$ cat config.mk
export PLATFORM = sky130hd
export DESIGN_NAME = wildcard_star_matcher
export DESIGN_NICKNAME = d
export VERILOG_FILES = /design/src/rtl/wsm_pkg.sv /design/src/rtl/wsm_pattern.sv /design/src/rtl/wsm_nfa.sv /design/src/rtl/wildcard_star_matcher.sv
export SDC_FILE = /design/constraint.sdc
export NUM_CORES = 1
export LEC_CHECK = 0
export BUFFER_PORTS_ARGS = -buffer_cell sky130_fd_sc_hd__buf_2
export CAP_MARGIN = 20
export CORE_ASPECT_RATIO = 0.7
export CORE_MARGIN = 1.5
export CORE_UTILIZATION = 35
export DETAILED_ROUTE_END_ITERATION = 7
export GPL_TIMING_DRIVEN = 0
export SLEW_MARGIN = 20
export SYNTH_ARGS = -nofsm -noshare
export SYNTH_HDL_FRONTEND = slang
export SYNTH_SLANG_ARGS = --single-unit
export TNS_END_PERCENT = 100
$ cat constraint.sdc
create_clock -name clk -period 3.4 [get_ports clk]
set_input_delay 0.17 -clock clk [delete_from_list [all_inputs] [get_ports clk]]
set_output_delay 0.17 -clock clk [all_outputs]
set_load 0.03 [all_outputs]
$ cat src/rtl/wsm_pkg.sv
// Shared constants, codes and types for the star-only wildcard matcher.
package wsm_pkg;

    localparam int PATTERN_MAX = 64;
    localparam int LEN_W       = $clog2(PATTERN_MAX + 1);
    localparam int IDX_W       = (PATTERN_MAX > 1) ? $clog2(PATTERN_MAX) : 1;
    localparam int CLOSE_LVLS  = $clog2(PATTERN_MAX + 1);

    localparam logic [7:0] STAR_BYTE = 8'h2A;

    typedef enum logic [1:0] {
        MODE_CLEAR   = 2'd0,
        MODE_APPEND  = 2'd1,
        MODE_SUBJECT = 2'd2,
        MODE_END     = 2'd3
    } mode_t;

    typedef struct packed {
        logic clear;
        logic append;
        logic step;
        logic finish;
    } cmd_t;

endpackage

$ cat src/rtl/wsm_pattern.sv
// Pattern store, star and occupancy masks, length and sticky overflow flag.
module wsm_pattern
    import wsm_pkg::*;
(
    input  logic                     clk,
    input  logic                     rst_n,
    input  cmd_t                     cmd,
    input  logic [7:0]               symbol,
    output logic [PATTERN_MAX-1:0]   star,
    output logic [PATTERN_MAX-1:0]   hit,
    output logic [LEN_W-1:0]         length,
    output logic                     overflow
);

    logic [7:0]             store_reg [PATTERN_MAX];
    logic [PATTERN_MAX-1:0] used_reg;
    logic [PATTERN_MAX-1:0] star_reg;
    logic [LEN_W-1:0]       len_reg;
    logic                   ovf_reg;
    logic                   full;
    logic [IDX_W-1:0]       wr_idx;

    assign full   = (len_reg == LEN_W'(PATTERN_MAX));
    assign wr_idx = len_reg[IDX_W-1:0];

    always_ff @(posedge clk)
    begin
        if (cmd.append && !full)
        begin
            store_reg[wr_idx] <= symbol;
        end
    end

    always_ff @(posedge clk or negedge rst_n)
    begin
        if (!rst_n)
        begin
            used_reg <= '0;
            star_reg <= '0;
            len_reg  <= '0;
            ovf_reg  <= 1'b0;
        end
        else if (cmd.clear)
        begin
            used_reg <= '0;
            star_reg <= '0;
            len_reg  <= '0;
            ovf_reg  <= 1'b0;
        end
        else if (cmd.append)
        begin
            if (full)
            begin
                ovf_reg <= 1'b1;
            end
            else
            begin
                used_reg[wr_idx] <= 1'b1;
                star_reg[wr_idx] <= (symbol == STAR_BYTE);
                len_reg          <= len_reg + LEN_W'(1);
            end
        end
    end

    always_comb
    begin
        for (int i = 0; i < PATTERN_MAX; i++)
        begin
            hit[i] = used_reg[i] && !star_reg[i] && (store_reg[i] == symbol);
        end
    end

    assign star     = star_reg;
    assign length   = len_reg;
    assign overflow = ovf_reg;

    a_len_bound: assert property (@(posedge clk) disable iff (!rst_n)
        len_reg <= LEN_W'(PATTERN_MAX))
        else $error("pattern length beyond store depth");

    a_ovf_full: assert property (@(posedge clk) disable iff (!rst_n)
        ovf_reg |-> full)
        else $error("overflow set while store not full");

    a_star_used: assert property (@(posedge clk) disable iff (!rst_n)
        (star_reg & ~used_reg) == '0)
        else $error("star mark on unused position");

endmodule

$ cat src/rtl/wsm_nfa.sv
// Active position vector with star closure and one-step advance per subject byte.
module wsm_nfa
    import wsm_pkg::*;
(
    input  logic                     clk,
    input  logic                     rst_n,
    input  cmd_t                     cmd,
    input  logic [PATTERN_MAX-1:0]   star,
    input  logic [PATTERN_MAX-1:0]   hit,
    input  logic [LEN_W-1:0]         length,
    output logic                     accept
);

    logic [PATTERN_MAX:0] active_reg;
    logic [PATTERN_MAX:0] active_next;
    logic [PATTERN_MAX:0] closed;
    logic [PATTERN_MAX:0] prop;
    logic [PATTERN_MAX:0] restart_vec;

    assign restart_vec = (PATTERN_MAX + 1)'(1);

    // parallel prefix: bit j inherits from j-d across an all-star span
    always_comb
    begin
        closed = active_reg;
        prop   = {star, 1'b0};
        for (int l = 0; l < CLOSE_LVLS; l++)
        begin
            for (int j = PATTERN_MAX; j >= 0; j--)
            begin
                if (j >= (1 << l))
                begin
                    closed[j] = closed[j] | (prop[j] & closed[j - (1 << l)]);
                    prop[j]   = prop[j] & prop[j - (1 << l)];
                end
            end
        end
    end

    always_comb
    begin
        active_next = active_reg;
        if (cmd.clear || cmd.append || cmd.finish)
        begin
            active_next = restart_vec;
        end
        else if (cmd.step)
        begin
            active_next = ({1'b0, closed[PATTERN_MAX-1:0] & star})
                        | ({closed[PATTERN_MAX-1:0] & hit, 1'b0});
        end
    end

    always_ff @(posedge clk or negedge rst_n)
    begin
        if (!rst_n)
        begin
            active_reg <= restart_vec;
        end
        else
        begin
            active_reg <= active_next;
        end
    end

    assign accept = closed[length];

    a_above_len: assert property (@(posedge clk) disable iff (!rst_n)
        (active_reg >> length) <= (PATTERN_MAX + 1)'(1))
        else $error("active position beyond pattern length");

    a_restart: assert property (@(posedge clk) disable iff (!rst_n)
        (cmd.clear || cmd.append || cmd.finish) |=> active_reg == restart_vec)
        else $error("subject did not restart");

endmodule

$ cat src/rtl/wildcard_star_matcher.sv
// Top level: input register, command decode, result register with stream handshakes.
// Flow: an accepted item is held in the input register and executed from there; the result
// of an end item is written to the result register and offered on the master side.
// Throughput: one item per cycle, any mix of modes; an end item waits in the input
// register only while the previous result has not been taken.
// Reset: asynchronous, active low; pattern empty, overflow clear, position zero active.
module wildcard_star_matcher
    import wsm_pkg::*;
(
    input  logic        clk,
    input  logic        rst_n,
    input  logic        s_axis_tvalid,
    output logic        s_axis_tready,
    input  logic [7:0]  s_axis_tdata,   // [7:0] symbol
    input  logic [1:0]  s_axis_tuser,   // [1:0] mode
    output logic        m_axis_tvalid,
    input  logic        m_axis_tready,
    output logic [7:0]  m_axis_tdata    // [0] matched, [1] overflow, [7:2] zero
);

    logic        in_valid_reg;
    mode_t       mode_reg;
    logic [7:0]  sym_reg;
    logic        out_valid_reg;
    logic        matched_reg;
    logic        overflow_reg;
    logic        exec;
    cmd_t        cmd;

    logic [PATTERN_MAX-1:0] star;
    logic [PATTERN_MAX-1:0] hit;
    logic [LEN_W-1:0]       length;
    logic                   overflow;
    logic                   accept;

    assign exec = in_valid_reg && ((mode_reg != MODE_END) || !out_valid_reg || m_axis_tready);
    assign s_axis_tready = !in_valid_reg || exec;

    always_comb
    begin
        cmd = '0;
        if (exec)
        begin
            unique case (mode_reg)
                MODE_CLEAR:   cmd.clear  = 1'b1;
                MODE_APPEND:  cmd.append = 1'b1;
                MODE_SUBJECT: cmd.step   = 1'b1;
                MODE_END:     cmd.finish = 1'b1;
                default:      cmd = '0;
            endcase
        end
    end

    wsm_pattern u_pattern (
        .clk      (clk),
        .rst_n    (rst_n),
        .cmd      (cmd),
        .symbol   (sym_reg),
        .star     (star),
        .hit      (hit),
        .length   (length),
        .overflow (overflow)
    );

    wsm_nfa u_nfa (
        .clk    (clk),
        .rst_n  (rst_n),
        .cmd    (cmd),
        .star   (star),
        .hit    (hit),
        .length (length),
        .accept (accept)
    );

    always_ff @(posedge clk)
    begin
        if (s_axis_tvalid && s_axis_tready)
        begin
            mode_reg <= mode_t'(s_axis_tuser);
            sym_reg  <= s_axis_tdata;
        end
        if (cmd.finish)
        begin
            matched_reg  <= accept;
            overflow_reg <= overflow;
        end
    end

    always_ff @(posedge clk or negedge rst_n)
    begin
        if (!rst_n)
        begin
            in_valid_reg  <= 1'b0;
            out_valid_reg <= 1'b0;
        end
        else
        begin
            if (s_axis_tready)
            begin
                in_valid_reg <= s_axis_tvalid;
            end
            if (cmd.finish)
            begin
                out_valid_reg <= 1'b1;
            end
            else if (m_axis_tready)
            begin
                out_valid_reg <= 1'b0;
            end
        end
    end

    assign m_axis_tvalid = out_valid_reg;
    assign m_axis_tdata  = {6'b0, overflow_reg, matched_reg};

    a_no_overwrite: assert property (@(posedge clk) disable iff (!rst_n)
        !(cmd.finish && out_valid_reg && !m_axis_tready))
        else $error("result register overwritten before it was taken");

    a_result_follows: assert property (@(posedge clk) disable iff (!rst_n)
        cmd.finish |=> m_axis_tvalid)
        else $error("end item gave no result");

    a_one_cmd: assert property (@(posedge clk) disable iff (!rst_n)
        $onehot0(cmd) && (exec == (cmd != '0)))
        else $error("command decode inconsistent");

endmodule

==> results of run 1 <==
## logic make-up after synthesis
| family | synth area share |
|---|---|
| AOI/OAI and AO/OA | 0.0951 |
| xor gates and xnor gates | 0.134 |
| adders and majority gates | 0.000740 |
| buffers and inverters | 0.0288 |
| DFF | 0.616 |
| muxes | 0.000592 |
| other | 0.000111 |
| and+or+nand+nor | 0.125 |
## metrics by stage
stage          instances  hold WS (ns)  setup WS, ns  power [mW]
2_1_floorplan       2853        -0.126         0.132        10.5
3_3_place_gp        4131         0.347         -4.76        11.2
3_5_place_dp        4187        0.0958         -2.14        11.4
4_1_cts             4330       0.00419       -0.0977        19.2
5_1_grt             4346        0.0186       -0.0924        19.6
6_report            4346        0.0159       -0.0339        19.2
## cells in the mapped netlist, types with 14 or more instances
cell type / count
a21o_1: 18
a22oi_1: 35
a21oi_1: 128
o21ai_0: 173
buf_1: 31
xor2_1: 283
inv_1: 73
o21ai_1: 14
buf_2: 17
nand3_1: 70
xnor2_1: 233
nand2_1: 230
nor2_1: 222
edfxtp_1: 524
nand4_1: 104
o21a_1: 23
nor3_1: 33
nor4b_1: 45
clkbuf_1: 111
dfrtp_1: 202
nor4_1: 60
a32oi_1: 15
## timing repair
action                     in CTS  in global routing
pin swaps                      28                 31
hold buffers                   13                  0
hold endpoints to repair      214                  0
setup buffers                  24                 26
setup endpoints to repair     451                599
cloned                          0                  1
resized for setup             142                 80
## power by group through the flow
stage	logic (mW)	registers [mW]	clock network [mW]
global route	1.69	9.65	8.31
finish	1.62	9.64	7.89
floorplan	0.689	9.85	0
detailed placement	1.53	9.83	0
global placement	1.23	9.99	0
CTS	1.57	9.64	7.95
## final cells by class
type / instances / area (sq um)
buffer: 139 / 726
timing repair buffer: 137 / 1590
inverter: 73 / 285
sequential: 727 / 20800
clock inverter: 33 / 310
clock buffer: 91 / 1930
antenna: 1 / 2.50
tap: 1261 / 1580
fill: 9004 / 55700
multi-input combinational: 1884 / 12800
## per-layer routing
metal	track usage	up-vias	wire, um
met2	0.321	1248	47500
met3	0.0792	135	14100
met5	0	-	0
met1	0.375	12500	56100
met4	0.0526	0	2480
li1	-	10600	-
## worst max-delay path by stage
stage / depth (start not counted) / end / startpoint / slack [ns]
final: 11 / matched_reg / u_pattern.star[0] / -0.03
after global routing: 12 / matched_reg / u_nfa.active_reg[2] / -0.09
after CTS: 9 / u_pattern.store_reg[7][7] / u_pattern.length[1] / -0.1
after detailed placement: 11 / u_nfa.active_reg[59] / sym_reg[0] / -2.14
after global placement: 8 / u_nfa.active_reg[27] / sym_reg[7] / -4.76
after floorplan: 8 / u_nfa.active_reg[35] / sym_reg[0] / 0.13
==> results.py, run 1 <==
metrics = {
    "outcome": {
        "status": "finished, violations left",
        "violations": "negative setup slack",
    },
    "power": {
        "swShare": 0.245,
        "p_seq_frac": 0.503,
        "combPwrFrac": 0.085,
        "peakVddDrop_mv": 0.293,
        "power.density_nw_per_um2": 478,
        "switchingPower_mw": 4.70,
        "p_leak_nw": 14.0,
        "power_report.internal_total_mw": 14.5,
        "p_clk_frac": 0.412,
    },
    "global_route": {
        "grt_pass1_wl_um": 171000,
        "overflow": 0,
        "grt_use_total": 0.242,
        "antenna_found_initial": 4,
        "grt_pass1_vias": 23100,
        "grt_max_degree": 87,
    },
    "routing": {
        "drc": 0,
        "dr.pass1.iters": 6,
        "vias": 24500,
        "ant_nets": 0,
        "wl_um": 120000,
        "avgViaCountPerCell": 5.63,
        "drtIter0Drc": 3254,
        "wl_per_cell_um": 27.7,
    },
    "sta": {
        "slew_headroom": 0.135,
        "skew_ns": 0.0304,
        "setup_viol": 1,
        "fin_ws_ns": -0.0339,
        "post-route-period-util": 1.01,
        "setup-tns-final_ns": -0.0339,
        "slew_viol_final": 0,
        "rsz0062_at_grt": "yes",
        "finalHoldViolCount": 0,
        "max_freq_mhz": 291,
        "post-route-min-period_ns": 3.43,
        "worst_pin_slew_ns": 1.30,
    },
    "setup_path": {
        "crit_family": "compound AO/OA/AOI/OAI gates",
        "worst_path_max_delay_cell": "a221o_2",
        "cp.buffers_inverters": 0,
        "setup.worst_path.class": "register to register",
        "endpoint_kind": "register",
        "crit_path_max_fanout": 5,
        "r2r-start": "u_pattern.star[0]",
        "crit_arrival_ns": 3.81,
        "cp_cell_sequence": "a21o_4 > a221o_2 > a21oi_4 > o211ai_4 > a41o_4 > o21a_1 > o21a_4 > nand2_1 > a31oi_2 > nor4bb_4 > o221ai_2",
        "cp.required_ns": 3.78,
        "max_stage_delay_ns": 0.46,
        "r2r_slack_ns": -0.03,
        "rr_worst_depth": 11,
        "r2r-end": "matched_reg",
        "crit_path_start_kind": "register",
    },
    "place": {
        "io_buffers": 17,
        "placed_area_sq_um": 36600,
        "hpwl_um": 87300,
        "place_congestion": 0.972,
    },
    "layout": {
        "final_cell_mix": "edfxtp_1 (524), xor2_1 (283), xnor2_1 (233)",
        "area_growth_pct": 18.6,
        "nNetsFinal": 3046,
        "final_common_cell": "edfxtp_1",
        "drive_gt1_frac": 0.148,
        "final_util": 0.419,
        "fin_area_sq_um": 40100,
        "largest_register_ffs": 512,
    },
    "cts": {
        "clockRootBuffer": "clkbuf_16",
        "cts_made_buffers": 68,
        "cts_sinks": 727,
        "worstSkewPairLatency_ns": 0.66,
        "cts_max_level": 3,
        "clk_pin_slew_ns": 0.07,
        "cts_tree": "built",
        "clock_path_buffers": 3,
    },
    "logic_synthesis": {
        "synth_top_area_frac": 0.465,
        "netlist_area_sq_um": 33800,
        "synth_top_area_cell": "edfxtp_1",
        "ys_top_cells_by_area": "edfxtp_1 (47%), dfrtp_1 (15%), xor2_1 (7.3%)",
        "syn_area_per_cell_sq_um": 11.9,
        "synth-main-ff-cell": "edfxtp_1",
        "syn_inst": 2848,
        "yosys_warnings": 0,
        "ys_types": 86,
        "async_flop_share": 0.279,
        "ys_ff_latch": 727,
        "seq_area_frac_synth": 0.616,
        "synth_edf_count": 524,
    },
    "floorplanning": {
        "pin_count": 24,
        "rows": 95,
        "die_x_um": 374,
        "dieArea_sq_um": 98500,
        "fp.dieH_um": 263,
        "start_util": 0.353,
        "core_sq_um": 95800,
    },
    "job": {
        "max_cap_violations": 0,
    },
    "min_path": {
        "hold_path_class": "input port to async pin",
    },
}
Note: power is estimated with default switching activity, not from simulation.
==> run 2, diff against run 1 <==
Settings changed: CORE_UTILIZATION 35 to 50, PLACE_DENSITY set to 0.65.
Clock period 3.4 ns to 4 ns, I/O delays scaled along.
==> results.py, run 2 (synthesized netlist as in run 1, its figures left out) <==
metrics = {
    "outcome": {
        "status": "finished, violations left",
        "violations": "negative setup slack",
    },
    "setup_path": {
        "crit_family": "buffers and inverters",
        "worst_path_max_delay_cell": "nor3_1",
        "crit_cells": 9,
        "r2r-end": "u_nfa.active_reg[44]",
        "endpoint_kind": "register",
        "crit_path_max_fanout": 27,
        "max_stage_delay_ns": 0.76,
        "crit_path_start_kind": "register",
        "crit_arrival_ns": 4.64,
        "cp.buffers_inverters": 4,
        "rr_worst_depth": 9,
        "cp_cell_sequence": "buf_6 > buf_8 > clkbuf_2 > buf_2 > xnor2_1 > nand4_1 > nor3_1 > a21oi_1 > o21ai_0",
        "r2r-start": "sym_reg[2]",
        "endpoint": "u_nfa.active_reg[44]",
        "setup.worst_path.class": "register to register",
        "r2r_slack_ns": -0.11,
        "startpoint": "sym_reg[2]",
        "cp.required_ns": 4.54,
    },
    "floorplanning": {
        "rows": 79,
        "pin_count": 24,
        "start_util": 0.507,
        "die_x_um": 314,
        "core_sq_um": 66600,
        "dieArea_sq_um": 69200,
        "fp.dieH_um": 221,
    },
    "cts": {
        "worstSkewPairLatency_ns": 0.64,
        "cts_tree": "built",
        "clockRootBuffer": "clkbuf_16",
        "cts_sinks": 727,
        "clk_pin_slew_ns": 0.06,
        "cts_max_level": 3,
        "clock_path_buffers": 3,
        "cts_made_buffers": 72,
    },
    "place": {
        "io_buffers": 17,
        "place_congestion": 0.980,
        "hpwl_um": 87700,
    },
    "layout": {
        "largest_register_ffs": 512,
        "final_cell_mix": "edfxtp_1 (524), xor2_1 (283), xnor2_1 (233)",
        "final_common_cell": "edfxtp_1",
        "area_growth_pct": 14.4,
        "drive_gt1_frac": 0.104,
        "n_fill_cell": 5494,
        "nNetsFinal": 3023,
    },
    "job": {
        "max_cap_violations": 0,
    },
    "sta": {
        "setup_viol": 3,
        "hold_slack_ns": 0.116,
        "post-route-period-util": 1.03,
        "post-route-min-period_ns": 4.11,
        "max_freq_mhz": 243,
        "rsz0062_at_grt": "no",
        "slew_viol_final": 0,
        "skew_ns": 0.0192,
        "worst_pin_slew_ns": 1.23,
        "slew_headroom": 0.179,
        "finalHoldViolCount": 0,
        "fin_ws_ns": -0.108,
    },
    "power": {
        "report.power.total_mw": 16.2,
        "peakVddDrop_mv": 0.318,
        "p_leak_nw": 13.7,
        "power.density_nw_per_um2": 419,
    },
    "global_route": {
        "grt_pass1_wl_um": 170000,
        "grt_pass1_vias": 23500,
        "overflow": 0,
        "antenna_found_initial": 3,
        "grt_max_degree": 75,
        "grt_use_total": 0.350,
    },
    "min_path": {
        "hold_path_class": "input port to async pin",
    },
    "routing": {
        "vias": 24900,
        "avgViaCountPerCell": 6.29,
        "ant_nets": 0,
        "drtIter0Drc": 3477,
        "wl_per_cell_um": 30.5,
        "dr.pass1.iters": 6,
        "drc": 0,
        "wl_um": 120000,
    },
}
[run 2: cell types whose count changed in the layout (fill, tap and decap cells not counted), sizes merged]
cell,before,now
buf,172,127
clkbuf,177,207
clkinvlp,6,1
bufinv,5,3
inv,74,76
clkdlybuf4s15,5,4
[run 2: stage by stage]
stage | std cells | utilization | worst slack [ns] | area (sq um) | TNS [ns]
final | 3955 | 0.580 | -0.108 | 38700 | -0.236
after global routing | 3954 | 0.580 | 0.00254 | 38700 | 0
after CTS | 3954 | 0.579 | 0.0214 | 38600 | 0
after detailed placement | 3810 | 0.541 | -1.37 | 36100 | -35.84
after global placement | 3761 | 0.526 | -3.70 | 35000 | -481.23
after floorplan | 2853 | - | 0.732 | 33800 | 0
[run 2: metal layers]
layer,routed length [um],track usage,part of all wire,vias up
met1,52200,0.520,0.43,12600
met2,49800,0.495,0.41,1431
met4,5900,0.153,0.049,0
li1,-,-,-,10600
met5,0,0,0,-
met3,12600,0.0743,0.10,261
[run 2: layout make-up]
cell class              count  area (sq um)  share of cell area
flip-flops and latches    727         20800               0.538
multi-input cells        1884         12300               0.317
clock buffers             102          2010              0.0519
repair buffers             90          1210              0.0313
well taps                 891          1110              0.0288
plain buffers             159           756              0.0195
inverters                  73           274             0.00709
clock inverters            28           230             0.00595
diodes                      1          2.50           0.0000647
[run 2: power breakdown]
group          switching, mW  leakage [nW]  total, mW  internal [mW]
Clock                   2.92          1.09       6.63           3.71
Sequential            0.0546          7.55       8.20           8.15
Combinational          0.993          5.11       1.38          0.389
[run 2: timing repair]
action                     CTS  global route
hold endpoints to repair    78             0
pin swaps                    4             5
hold buffers                13             0
gates cloned                 0             0
buffers inserted             8             2
gates resized for setup     25            28
setup endpoints to repair   65           177
[run 2: how the worst min path moves through the flow]
stage / depth (start not counted) / slack [ns] / endpoint / start
5_1_grt: 2 / 0.17 / u_pattern.used_reg[3] / rst_n
6_report: 2 / 0.12 / u_pattern.used_reg[3] / rst_n
3_5_place_dp: 1 / 0.19 / u_pattern.used_reg[3] / rst_n
2_1_floorplan: 0 / -0.1 / in_valid_reg / rst_n
4_1_cts: 2 / 0.12 / u_pattern.used_reg[3] / rst_n
3_3_place_gp: 1 / 0.38 / sym_reg[4] / s_axis_tdata[4]
